[config.mk]
export PLATFORM = sky130hd
export DESIGN_NAME = rc_differential_drive_mixer_unit
export DESIGN_NICKNAME = d
export VERILOG_FILES = /design/src/rtl/rcddm_pkg.sv /design/src/rtl/rc_differential_drive_mixer_unit.sv /design/src/rtl/rcddm_side.sv
export SDC_FILE = /design/constraint.sdc
export NUM_CORES = 1
export LEC_CHECK = 0
export BUFFER_PORTS_ARGS = -buffer_cell sky130_fd_sc_hd__buf_4
export CELL_PAD_IN_SITES_DETAIL_PLACEMENT = 0
export CELL_PAD_IN_SITES_GLOBAL_PLACEMENT = 1
export CORE_ASPECT_RATIO = 1.5
export CORE_MARGIN = 10
export CORE_UTILIZATION = 48
export DETAILED_ROUTE_END_ITERATION = 6
export MAX_ROUTING_LAYER = met4
export PLACE_DENSITY_LB_ADDON = 0.1
export SLEW_MARGIN = 20
export SYNTH_ARGS = -nofsm -noshare
export SYNTH_HDL_FRONTEND = slang
export SYNTH_SLANG_ARGS = --single-unit
[constraint.sdc]
create_clock -name clock -period 13.75 [get_ports clock]
set_input_delay 1.375 -clock clock [delete_from_list [all_inputs] [get_ports clock]]
set_output_delay 1.375 -clock clock [all_outputs]
set_load 0.05 [all_outputs]
[src/rtl/rcddm_pkg.sv]
// Shared types and constants for the differential drive mixer.
`timescale 1ns / 1ps

package rcddm_pkg;

   // Configuration register indexes
   localparam logic CSR_CENTER_US = 1'b0;
   localparam logic CSR_DEAD_BAND = 1'b1;

   localparam int CENTER_W    = 12;
   localparam int DEAD_BAND_W = 9;
   localparam int PULSE_W     = 15;
   localparam int PWM_W       = 8;
   localparam int SPEED_W     = 11;  // signed half-microsecond speed, -1000..1000
   localparam int REQ_DATA_W  = 32;
   localparam int RSP_DATA_W  = 24;

   localparam logic [CENTER_W-1:0]    CENTER_RESET    = 12'd1500;
   localparam logic [DEAD_BAND_W-1:0] DEAD_BAND_RESET = 9'd4;

   // Speed limit in half units
   localparam int HALF_LIMIT = 1000;

   // floor(s*255/500) == (s*267393) >> 19 exactly for s in 0..500
   localparam logic [18:0] PWM_RECIP = 19'd267393;
   localparam int          PWM_SHIFT = 19;

   typedef logic signed [SPEED_W-1:0] speed_type;

   typedef struct packed {
      logic             in1;
      logic             in2;
      logic [PWM_W-1:0] pwm;
   } side_type;

endpackage

[src/rtl/rc_differential_drive_mixer_unit.sv]
// Top level of the RC differential (arcade) drive mixer.
`timescale 1ns / 1ps

// Takes one request of two RC stick pulse widths (turn and drive, in us) and
// returns one response with H-bridge direction bits and an 8-bit PWM duty for
// the right and left motor sides. center_us is subtracted from both pulses;
// the turn term flips sign when the drive term is negative (zero drive counts
// as positive); right = fb - turn/2, left = fb + turn/2, clamped to +/-500 and
// held exactly in half-us units. A side with |speed| below dead_band stops
// (in1 = in2 = pwm = 0); otherwise pwm = trunc(|speed|)*255/500, truncated.
// A pulse of 0 (receiver timeout) is not special and reads as full negative.
// Rate: one request per cycle sustained while rsp_tready stays high. A request
// passes through two registers, the input register and the response register,
// before it shows on rsp_. Each register has its own ready, so a new request
// is taken while a finished response waits, as long as the input register is
// empty. Configuration writes via csr_ take effect at once and should only be
// made while no request is in flight.
module rc_differential_drive_mixer_unit
   import rcddm_pkg::*;
(
   input  logic                   clock,
   input  logic                   reset,
   // request: [14:0] turn_pulse_us, [29:15] drive_pulse_us, [31:30] zero
   input  logic                   req_tvalid,
   output logic                   req_tready,
   input  logic [REQ_DATA_W-1:0]  req_tdata,
   // response: [0] right_in1, [1] right_in2, [9:2] right_pwm,
   //           [10] left_in1, [11] left_in2, [19:12] left_pwm, [23:20] zero
   output logic                   rsp_tvalid,
   input  logic                   rsp_tready,
   output logic [RSP_DATA_W-1:0]  rsp_tdata,
   // configuration: index 0 center_us, index 1 dead_band
   input  logic                   csr_we,
   input  logic                   csr_index,
   input  logic [CENTER_W-1:0]    csr_wdata
);

   logic [CENTER_W-1:0]    center_ff,    center_in;
   logic [DEAD_BAND_W-1:0] dead_band_ff, dead_band_in;

   logic                   s1_valid_ff,  s1_valid_in;
   logic [PULSE_W-1:0]     turn_ff,      turn_in;
   logic [PULSE_W-1:0]     drive_ff,     drive_in;

   logic                   rsp_valid_ff, rsp_valid_in;
   logic [RSP_DATA_W-1:0]  rsp_data_ff,  rsp_data_in;

   logic out_en;
   logic s1_en;

   logic signed [17:0] lr;
   logic signed [17:0] fb;
   logic signed [17:0] turn_term;
   logic signed [19:0] right_raw;
   logic signed [19:0] left_raw;
   speed_type          right_speed;
   speed_type          left_speed;
   side_type           right_side;
   side_type           left_side;

   function automatic speed_type clamp_half(input logic signed [19:0] v);
      speed_type r;
      if (v > 20'sd1000) begin
         r = SPEED_W'(HALF_LIMIT);
      end else if (v < -20'sd1000) begin
         r = SPEED_W'(-HALF_LIMIT);
      end else begin
         r = v[SPEED_W-1:0];
      end
      return r;
   endfunction

   // --- configuration registers ---
   always_comb begin
      center_in    = center_ff;
      dead_band_in = dead_band_ff;
      if (csr_we) begin
         unique case (csr_index)
            CSR_CENTER_US: center_in    = csr_wdata;
            CSR_DEAD_BAND: dead_band_in = csr_wdata[DEAD_BAND_W-1:0];
            default:       center_in    = center_ff;
         endcase
      end
   end

   always_ff @(posedge clock) begin
      if (reset) begin
         center_ff    <= CENTER_RESET;
         dead_band_ff <= DEAD_BAND_RESET;
      end else begin
         center_ff    <= center_in;
         dead_band_ff <= dead_band_in;
      end
   end

   // --- handshake: each stage loads when it is empty or draining ---
   assign out_en     = ~rsp_valid_ff | rsp_tready;
   assign s1_en      = ~s1_valid_ff | out_en;
   assign req_tready = s1_en;

   always_comb begin
      s1_valid_in  = s1_en  ? req_tvalid  : s1_valid_ff;
      turn_in      = (s1_en & req_tvalid) ? req_tdata[PULSE_W-1:0] : turn_ff;
      drive_in     = (s1_en & req_tvalid) ? req_tdata[2*PULSE_W-1:PULSE_W] : drive_ff;
      rsp_valid_in = out_en ? s1_valid_ff : rsp_valid_ff;
   end

   // --- mixer arithmetic between the two registers ---
   always_comb begin
      lr        = $signed({3'b000, turn_ff})  - $signed({6'b000000, center_ff});
      fb        = $signed({3'b000, drive_ff}) - $signed({6'b000000, center_ff});
      turn_term = fb[17] ? -lr : lr;
      // speeds in half-us units: 2*fb -/+ turn
      right_raw = 20'(fb) * 20'sd2 - 20'(turn_term);
      left_raw  = 20'(fb) * 20'sd2 + 20'(turn_term);
      right_speed = clamp_half(right_raw);
      left_speed  = clamp_half(left_raw);
   end

   rcddm_side u_right (
      .speed_half (right_speed),
      .dead_band  (dead_band_ff),
      .side       (right_side)
   );

   rcddm_side u_left (
      .speed_half (left_speed),
      .dead_band  (dead_band_ff),
      .side       (left_side)
   );

   always_comb begin
      rsp_data_in = rsp_data_ff;
      if (out_en & s1_valid_ff) begin
         rsp_data_in = {4'b0000,
                        left_side.pwm,  left_side.in2,  left_side.in1,
                        right_side.pwm, right_side.in2, right_side.in1};
      end
   end

   always_ff @(posedge clock) begin
      if (reset) begin
         s1_valid_ff  <= 1'b0;
         rsp_valid_ff <= 1'b0;
      end else begin
         s1_valid_ff  <= s1_valid_in;
         rsp_valid_ff <= rsp_valid_in;
      end
   end

   always_ff @(posedge clock) begin
      turn_ff     <= turn_in;
      drive_ff    <= drive_in;
      rsp_data_ff <= rsp_data_in;
   end

   assign rsp_tvalid = rsp_valid_ff;
   assign rsp_tdata  = rsp_data_ff;

endmodule

[src/rtl/rcddm_side.sv]
// One motor side: dead band test, bridge direction and PWM duty from a speed.
`timescale 1ns / 1ps

module rcddm_side
   import rcddm_pkg::*;
(
   input  speed_type              speed_half,
   input  logic [DEAD_BAND_W-1:0] dead_band,
   output side_type               side
);

   speed_type          neg;
   logic [SPEED_W-2:0] mag;
   logic [SPEED_W-2:0] db2;
   logic [SPEED_W-3:0] speed_us;
   logic [27:0]        prod;
   logic               stop;

   always_comb begin
      neg      = -speed_half;
      mag      = speed_half[SPEED_W-1] ? neg[SPEED_W-2:0] : speed_half[SPEED_W-2:0];
      db2      = {dead_band, 1'b0};
      stop     = (mag < db2);
      speed_us = mag[SPEED_W-2:1];
      prod     = 28'(speed_us) * 28'(PWM_RECIP);
      if (stop) begin
         side = '0;
      end else begin
         // exactly +dead band and a zero speed both count as forward
         side.in1 = ~speed_half[SPEED_W-1];
         side.in2 = speed_half[SPEED_W-1];
         side.pwm = prod[PWM_SHIFT +: PWM_W];
      end
   end

endmodule

==> impl_metrics.ini, run 1 <==
[global_route]
grt_pass1_vias = 7894
antenna_found_initial = 0
grt_max_degree = 31
grt_use_total_pct = 19.5
grt_pass1_wl_mm = 39.1
grt_overflow = 0

[clock_tree]
numCtsBuffers = 9
htreeDepth = 3
cts.reportedPaths.clkPinSlew_ns = 0.06
cts_resized = 0
hold_buffers = 0
cts.sinks = 73
cts_tree = done
clk_latency_ns = 0.36
clockRootBuffer = clkbuf_16
cts_max_path_buffers = 2
postCtsSetupBuffers = 0

[power]
p_leak_uw = 0.00449
p_comb_share_pct = 68.9
p_sw_share_pct = 48.5
cell_internal_pwr_uw = 875
ir_drop_mv = 0.0907
power_switching_uw = 825
p_per_area_nw_per_um2 = 164
clockPowerShare_pct = 14.1
seqPwrFrac_pct = 17.0

[setup_path]
cp.arrival_ns = 11.54
reg2regPathDepth = 45
r2r-start = center_ff[1]$_SDFFE_PP0P_
ff2ff_setup_slack_ns = 2.31
cp_slowest_cell = a21oi_1
crit_type = flip-flop to flip-flop
reg2reg_to = rsp_tdata[6]$_SDFFCE_PN0P_
required_ns = 13.86
max_stage_delay_ns = 0.55
critPathLaunchType = flip-flop
cp_max_fo = 18
cp-end-kind = flip-flop

[place]
dp_hpwl_mm = 20.5
dpl-instance-area_sq_um = 10000
place_ws_ns = 2.28
port_buffers = 69
gp_congestion = 0.902

[yosys]
netlist_area_sq_um = 9290
synth_edf_count = 50
ys.flop_type = edfxtp_1
async_flop_share_pct = 0
yosys.area.top_type_share_pct = 21.2
postSynthCellCount = 1082
ys_seq_area_share_pct = 21.1
synth_cell_types = 101
synthMostInstantiatedCell = ha_1
synth_common_cells = 157 x ha_1, 98 x nor2_1, 95 x inv_1
postSynthAreaPerCell_sq_um = 8.58
ys_ff_latch = 73
yosysWarnings = 0
synthTopCellsByArea = ha_1 21%, edfxtp_1 16%, xnor2_1 5.2%, dfxtp_1 5.0%, a21oi_1 4.0%
synth.largest_area_cell = ha_1

[detailed_routing]
vias = 7838
antenna_left = 0
viasPerCell = 5.58
drt_pass1_iterations = 5
wl_per_cell_um = 17.2
drc_errors = 0
wl_mm = 24.2
drt_iter0_markers = 222

[floorplanning]
pin_count = 76
start_util_pct = 48.7
row_count = 62
core_sq_um = 19100
fp.dieW_um = 134
dieArea_sq_um = 25400
die_height_um = 190

[min_path]
hold_path.startpoint = dead_band_ff[1]$_SDFFE_PP0P_
min-delay-path-class = flip-flop to flip-flop
hold_end = dead_band_ff[1]$_SDFFE_PP0P_
hold_depth = 2

[cells_and_area]
final_layout_size_suffix_gt1_share_pct = 13.1
area.growth.synth_to_final_pct = 11.4
diodes = 0
stdcell_area_sq_um = 10300
final_util_pct = 54.2
nets = 1363
fill_cells = 1919

[sta]
post-route-period-util_pct = 83.2
slew_headroom_pct = 33.6
worst_slack_ns = 2.31
grt_setup_unrepaired = no
tns_ns = 0
setup_viol = 0
slew_violations = 0
max_freq_ghz = 0.0874
finalCriticalPeriod_ns = 11.44
hold_viol = 0
finalClockSkew_ns = 0.00535
worstMarginPinSlew_ns = 0.992

[job]
drv_cap = 0

[status]
outcome = complete, no violations
## final cells by class
class / instances / area (sq um) / share of cell area, %
Sequential cell: 73 / 1960 / 19.0
Clock buffer: 10 / 250 / 2.42
Clock inverter: 6 / 53.8 / 0.520
Inverter: 98 / 368 / 3.56
Timing Repair Buffer: 73 / 548 / 5.30
Tap cell: 256 / 320 / 3.10
Multi-Input combinational cell: 889 / 6840 / 66.1
## placed cells by master (no fill, tap or decap), drive strengths merged, types with 4 or more instances in the layout
cell type,instances
a2111oi,4
a211o,10
a211oi,7
a21boi,9
a21o,23
a21oi,80
a311oi,6
a31o,4
a31oi,11
and2,14
and3,13
buf,73
clkbuf,10
conb,4
dfxtp,23
edfxtp,50
fa,12
ha,157
inv,102
nand2,73
nand2b,15
nand3,30
nand4,13
nor2,99
nor2b,23
nor3,33
nor4,10
nor4b,6
o2111ai,4
o211ai,7
o21a,9
o21ai,58
o21bai,9
o31a,5
o31ai,6
or2,6
or3,10
xnor2,57
xor2,23
## power groups by stage
stage               Sequential, uW  Clock (uW)  Combinational, uW
global route                   292         254               1310
finish                         289         240               1170
CTS                            290         246               1180
floorplan                      345           0                856
global placement               294           0               1160
detailed placement             294           0               1170
## sequential cells by signal (all words and copies together) (netlist names)
signal and flops:
rsp_tdata 20, turn_ff 15, s1_valid_ff 1, dead_band_ff 9
center_ff 12, rsp_tvalid 1, drive_ff 15
## how the worst max path moves through the flow
| stage | slack (ns) | end | start |
|---|---|---|---|
| floorplan | 4.13 | rsp_tdata[19]$_SDFFCE_PN0P_ | center_ff[1]$_SDFFE_PP0P_ |
| global placement | 2.34 | rsp_tdata[9]$_SDFFCE_PN0P_ | center_ff[1]$_SDFFE_PP0P_ |
| detailed placement | 2.28 | rsp_tdata[9]$_SDFFCE_PN0P_ | center_ff[1]$_SDFFE_PP0P_ |
| CTS | 2.24 | rsp_tdata[9]$_SDFFCE_PN0P_ | center_ff[1]$_SDFFE_PP0P_ |
| global route | 1.43 | rsp_tdata[9]$_SDFFCE_PN0P_ | center_ff[1]$_SDFFE_PP0P_ |
| finish | 2.31 | rsp_tdata[6]$_SDFFCE_PN0P_ | center_ff[1]$_SDFFE_PP0P_ |
## per-layer routing
layer / track usage, % / share of wire, %
met1: 19.1 / 39
met3: 2.80 / 2.4
met2: 36.3 / 54
met4: 10.7 / 4.7
met5: - / 0
## logic make-up after synthesis
family | share of synthesized area (%)
AND/OR/NAND/NOR | 20.1
AO/OA/AOI/OAI | 21.4
adder cells (fa/ha/maj) | 23.7
buffers and inverters | 5.36
XOR/XNOR | 7.87
flip-flops | 21.1
multiplexers | 0.377
other | 0.0404
## worst max-delay path, delay by kind of cell, from the launching register on
family          cells  cell delay [ns]
compound gates     16             4.24
buf+inv             4             0.65
simple gates       18             3.36
flops               1             0.44
fa+ha+maj           7             2.46
## per-stage QoR
step	hold WS, ns	power, uW	instances
floorplan	0.436	1200	1085
global route	0.475	1860	1405
finish	0.456	1700	1405
detailed placement	0.449	1460	1389
global placement	0.444	1450	1389
CTS	0.458	1710	1405
(Power assumes the default switching activity.)
==> run 2: changes to the inputs <==
==> constraint.sdc (replaced) <==
create_clock -name clock -period 11.15 [get_ports clock]
set_input_delay 1.115 -clock clock [delete_from_list [all_inputs] [get_ports clock]]
set_output_delay 1.115 -clock clock [all_outputs]
set_load 0.05 [all_outputs]
==> run 2 against run 1 <==
Against the previous run:
- final cell count rose by 1.9%
- critical path depth is 3 higher
- non-clock buffer count is 27 higher
- maximum frequency up 11%
- sequential power rose by 24%
- final area rose by 2.2%
- routed wire length increased by 1.4%
- clock skew hardly changed
- largest power group unchanged
==> impl_metrics.ini, run 2 (synthesis results as in run 1) <==
[clock_tree]
hold_buffers = 0
cts.sinks = 73
clk_latency_ns = 0.36
numCtsBuffers = 9
postCtsSetupBuffers = 0
clockRootBuffer = clkbuf_16
cts_tree = done
cts_resized = 0
htreeDepth = 3
cts_max_path_buffers = 2
cts.reportedPaths.clkPinSlew_ns = 0.06

[setup_path]
max_stage_delay_ns = 0.49
cp-end-kind = flip-flop
crit_type = flip-flop to flip-flop
cp_max_fo = 11
critPathLaunchType = flip-flop
worstSetupPathDepth = 48
path_buf_inv = 4
required_ns = 11.24
reg2regPathDepth = 48
crit_family = compound AO/OA/AOI/OAI gates
cp_slowest_cell = fa_1
cp.arrival_ns = 10.38
cp_common_cell = ha_1

[floorplanning]
start_util_pct = 48.7
dieArea_sq_um = 25400
row_count = 62
pin_count = 76
core_sq_um = 19100
fp.dieW_um = 134
die_height_um = 190

[sta]
finalClockSkew_ns = 0.00499
post-route-period-util_pct = 92.3
slew_violations = 0
hold_viol = 0
grt_setup_unrepaired = no
tns_ns = 0
worstMarginPinSlew_ns = 0.986
setup_viol = 0
slew_headroom_pct = 33.9
finalCriticalPeriod_ns = 10.29
max_freq_ghz = 0.0972

[job]
drv_cap = 0

[global_route]
grt_use_total_pct = 19.9
antenna_found_initial = 0
grt_max_degree = 31
grt_overflow = 0
grt_pass1_wl_mm = 40.0
grt_pass1_vias = 8024

[min_path]
min-delay-path-class = flip-flop to flip-flop
hold_depth = 2

[place]
gp_congestion = 0.950
dp_hpwl_mm = 20.8
dpl-instance-area_sq_um = 10200
port_buffers = 69

[detailed_routing]
viasPerCell = 5.57
drt_pass1_iterations = 5
antenna_left = 0
drc_errors = 0
vias = 7970
wl_per_cell_um = 17.1
wl_mm = 24.5
drt_iter0_markers = 230

[status]
outcome = complete, no violations

[power]
p_leak_uw = 0.00463
ir_drop_mv = 0.118
p_per_area_nw_per_um2 = 201

[cells_and_area]
nets = 1390
final_cell_mix = 157 x ha_1, 100 x buf_4, 98 x nor2_1
layout_commonest_cell = ha_1
fill_cells = 1891
stdcell_area_sq_um = 10600
final_layout_size_suffix_gt1_share_pct = 15.3
area.growth.synth_to_final_pct = 13.8
diodes = 0
largest_reg_flops = 20
## run 2: changes by cell type in the layout (fill, tap and decap cells not counted)
| cell | change |
|---|---|
| a31o_4 | +1 |
| xnor2_2 | +1 |
| a21boi_2 | +1 |
| a21boi_1 | -1 |
| a31o_2 | -1 |
| buf_4 | +27 |
| a2111oi_2 | +1 |
| xnor2_1 | -1 |
| a2111oi_1 | -1 |
## run 2: worst reg2reg max path: cells and delay by family, from the launching register on
family,cells,cell delay [ns]
xor gates and xnor gates,3,0.45
AOI/OAI and AO/OA,18,3.95
buffers and inverters,4,0.39
DFF,1,0.44
adders and majority gates,7,2.44
and+or+nand+nor,16,2.39
## run 2: report_power, final
| group | switching (uW) | internal [uW] |
|---|---|---|
| registers | 9.35 | 348 |
| logic | 888 | 585 |
| clock network | 128 | 169 |
| total | 1020 | 1100 |
## run 2: worst paths after layout
check                                     from                      endpoint  slack, ns
setup / recovery     center_ff[1]$_SDFFE_PP0P_   rsp_tdata[17]$_SDFFCE_PN0P_       0.86
hold / removal    dead_band_ff[3]$_SDFFE_PP0P_  dead_band_ff[3]$_SDFFE_PP0P_       0.46
setup reg to reg     center_ff[1]$_SDFFE_PP0P_   rsp_tdata[17]$_SDFFCE_PN0P_       0.86
hold reg to reg   dead_band_ff[3]$_SDFFE_PP0P_  dead_band_ff[3]$_SDFFE_PP0P_       0.46
## run 2: routing by layer
| layer | wire, um | up-vias | track usage, % |
|---|---|---|---|
| met3 | 614 | 34 | 2.74 |
| li1 | - | 4073 | - |
| met4 | 758 | 0 | 7.81 |
| met2 | 13600 | 117 | 38.0 |
| met1 | 9540 | 3746 | 19.8 |
| met5 | 0 | - | - |
## run 2: layout make-up
| class | count | area (sq um) | share of cell area, % |
|---|---|---|---|
| tap | 256 | 320 | 3.03 |
| clock inverter | 6 | 53.8 | 0.509 |
| timing repair buffer | 100 | 751 | 7.10 |
| sequential | 73 | 1960 | 18.6 |
| inverter | 98 | 368 | 3.48 |
| multi-input combinational | 889 | 6860 | 64.9 |
| clock buffer | 10 | 250 | 2.37 |
## run 2: stage by stage
stage	hold WS [ns]	instances	setup WS [ns]	util (%)	power [uW]
floorplan	0.436	1085	1.53	-	1480
global placement	0.444	1416	0.917	53.7	1810
detailed placement	0.450	1416	0.802	53.7	1830
CTS	0.459	1432	0.742	55.3	2140
global route	0.481	1432	0.0483	55.4	2320
finish	0.457	1432	0.858	55.4	2130
==> run 3: changes to the inputs <==
--- a/config.mk
+++ b/config.mk
@@ -5,12 +5,13 @@
 export SDC_FILE = /design/constraint.sdc
 export NUM_CORES = 1
 export LEC_CHECK = 0
+export ABC_AREA = 1
 export BUFFER_PORTS_ARGS = -buffer_cell sky130_fd_sc_hd__buf_4
 export CELL_PAD_IN_SITES_DETAIL_PLACEMENT = 0
 export CELL_PAD_IN_SITES_GLOBAL_PLACEMENT = 1
 export CORE_ASPECT_RATIO = 1.5
 export CORE_MARGIN = 10
-export CORE_UTILIZATION = 48
+export CORE_UTILIZATION = 46
 export DETAILED_ROUTE_END_ITERATION = 6
 export MAX_ROUTING_LAYER = met4
 export PLACE_DENSITY_LB_ADDON = 0.1
==> constraint.sdc (replaced) <==
create_clock -name clock -period 11.15 [get_ports clock]
set_input_delay 1.115 -clock clock [delete_from_list [all_inputs] [get_ports clock]]
set_output_delay 1.115 -clock clock [all_outputs]
set_load 0.1 [all_outputs]
==> run 3 against run 2 <==
Against the previous run:
- non-clock buffer count fell by 31
- final area rose by 3.9%
- largest cell class unchanged
- critical path depth fell by 5
==> impl_metrics.ini, run 3 <==
[status]
outcome = complete, no violations

[floorplanning]
fp.dieW_um = 140
core_sq_um = 21600
dieArea_sq_um = 28100
pin_count = 76
die_height_um = 200
start_util_pct = 46.3
row_count = 66

[place]
gp_congestion = 0.917
place_ws_ns = 1.81
dp_hpwl_mm = 22.9
port_buffers = 69

[setup_path]
cp.arrival_ns = 9.42
r2r-start = center_ff[1]$_SDFFE_PP0P_
critPathLaunchType = flip-flop
cp_common_cell = nand2_1
crit_type = flip-flop to flip-flop
critPathLaunch = center_ff[1]$_SDFFE_PP0P_
max_stage_delay_ns = 0.68
cp_slowest_cell = o21ai_1
reg2reg_to = rsp_tdata[17]$_SDFFCE_PN0P_
cp-end-kind = flip-flop
reg2regPathDepth = 43
cp_max_fo = 13
crit_end = rsp_tdata[17]$_SDFFCE_PN0P_
required_ns = 11.25
ff2ff_setup_slack_ns = 1.83

[global_route]
grt_pass1_vias = 8939
grt_overflow = 0
grt_use_total_pct = 19.0
grt_pass1_wl_mm = 42.7
antenna_found_initial = 0
grt_max_degree = 31

[sta]
slew_violations = 0
post-route-period-util_pct = 83.6
grt_setup_unrepaired = no
hold_slack_ns = 0.478
hold_viol = 0
max_freq_ghz = 0.107
worst_slack_ns = 1.83
setup_viol = 0
slew_headroom_pct = 39.5
worstMarginPinSlew_ns = 0.904
finalClockSkew_ns = 0.00791
finalCriticalPeriod_ns = 9.32
tns_ns = 0

[yosys]
synth.largest_area_cell = ha_1
synth_edf_count = 50
ys_seq_area_share_pct = 19.7
synthTopCellsByArea = ha_1 20%, edfxtp_1 15%, nand2_1 12%, inv_1 8.0%, a21oi_1 5.0%
async_flop_share_pct = 0
synth_common_cells = 328 x nand2_1, 212 x inv_1, 157 x ha_1
ys.flop_type = edfxtp_1
netlist_area_sq_um = 9980
postSynthAreaPerCell_sq_um = 6.95
synthMostInstantiatedCell = nand2_1
postSynthCellCount = 1437
ys_ff_latch = 73
yosys.area.top_type_share_pct = 19.7
synth_cell_types = 52
yosysWarnings = 0

[cells_and_area]
fill_cells = 2235
final_layout_size_suffix_gt1_share_pct = 13.2
layout_commonest_cell = nand2_1
final_util_pct = 50.9
diodes = 0
multi_input_area_sq_um = 6990
final_cell_mix = 328 x nand2_1, 211 x inv_1, 157 x ha_1
largest_reg_flops = 20
nets = 1716
ff_latch_area_sq_um = 1960
area.growth.synth_to_final_pct = 9.98

[clock_tree]
cts.sinks = 73
postCtsSetupBuffers = 0
clk_latency_ns = 0.35
cts_tree = done
cts.reportedPaths.clkPinSlew_ns = 0.06
hold_buffers = 0
clockRootBuffer = clkbuf_16
numCtsBuffers = 9
cts_max_path_buffers = 2
htreeDepth = 3
cts_resized = 0

[job]
drv_cap = 0

[detailed_routing]
drt_pass1_iterations = 5
met1_length_mm = 10.2
wl_per_cell_um = 15.0
dr_wl_met3_um = 649
top_layer = met4
antenna_left = 0
vias = 9105
drt_iter0_markers = 264
viasPerCell = 5.13
drc_errors = 0
wl_mm = 26.6
wl_met2_mm = 15.0

[power]
p_per_area_nw_per_um2 = 324
p_leak_uw = 0.00572
ir_drop_mv = 0.223

[min_path]
min-delay-path-class = flip-flop to flip-flop
## run 3: changes by cell type in the layout (fill, tap and decap cells not counted), sizes merged, moves of 16 or more
cell   change
a21oi     +24
buf       -31
inv      +131
nand2    +299
nand3     +62
nor2      +44
nor2b     -23
o21ai     +17
xnor2     -47
xor2      +16
## run 3: area by class of cell
class | instances | share of cell area [%]
Tap cell | 272 | 3.10
Multi-Input combinational cell | 1111 | 63.7
Sequential cell | 73 | 17.9
Clock inverter | 4 | 0.228
Inverter | 233 | 7.97
Timing Repair Buffer | 69 | 4.72
Clock buffer | 12 | 2.43
## run 3: where the power goes
part	internal, uW	switching [uW]	leakage [uW]
clock	168	116	0.000143
combinational	960	1940	0.00490
sequential	367	11.7	0.000672
## run 3: per-stage QoR
step	instances	total power, uW	cell area (sq um)
after floorplan	1440	2650	9990
after detailed placement	1758	3270	10700
final	1774	3560	11000
after CTS	1774	3590	11000
after global routing	1774	4020	11000
after global placement	1758	3270	10700
## run 3: worst max-delay path: cells and delay by family (launching register included)
family | cells | cell delay [ns]
buf+inv | 4 | 0.64
xor+xnor | 3 | 0.98
compound gates | 10 | 2.30
simple gates | 18 | 2.18
flops | 1 | 0.41
fa+ha+maj | 8 | 2.54
## run 3: cell families (layout without fill, tap and decap cells)
family / count (synthesis) / count (layout) / synth area share [%]
DFF: 73 / 73 / 19.7
buffers and inverters: 256 / 318 / 10.5
adders and majority gates: 169 / 169 / 22.1
muxes: 1 / 1 / 0.113
AOI/OAI and AO/OA: 222 / 222 / 12.5
and+or+nand+nor: 666 / 666 / 30.6
xor gates and xnor gates: 49 / 49 / 4.45
other: 1 / 4 / 0.0376
## run 3: routing by layer
metal  vias to the layer above  track usage (%)
met5                         -                -
met3                        44             2.53
li1                       4824                -
met4                         0             6.66
met2                       125             37.5
met1                      4112             17.9
## run 3: how the worst min path moves through the flow
stage,startpoint,endpoint,cells past startpoint
2_1_floorplan,s1_valid_ff$_SDFFE_PP0N_,rsp_tvalid$_SDFFE_PP0P_,2
3_3_place_gp,dead_band_ff[2]$_SDFFE_PP1P_,dead_band_ff[2]$_SDFFE_PP1P_,2
3_5_place_dp,dead_band_ff[2]$_SDFFE_PP1P_,dead_band_ff[2]$_SDFFE_PP1P_,2
4_1_cts,dead_band_ff[2]$_SDFFE_PP1P_,dead_band_ff[2]$_SDFFE_PP1P_,2
5_1_grt,dead_band_ff[2]$_SDFFE_PP1P_,dead_band_ff[2]$_SDFFE_PP1P_,2
6_report,dead_band_ff[2]$_SDFFE_PP1P_,dead_band_ff[2]$_SDFFE_PP1P_,2
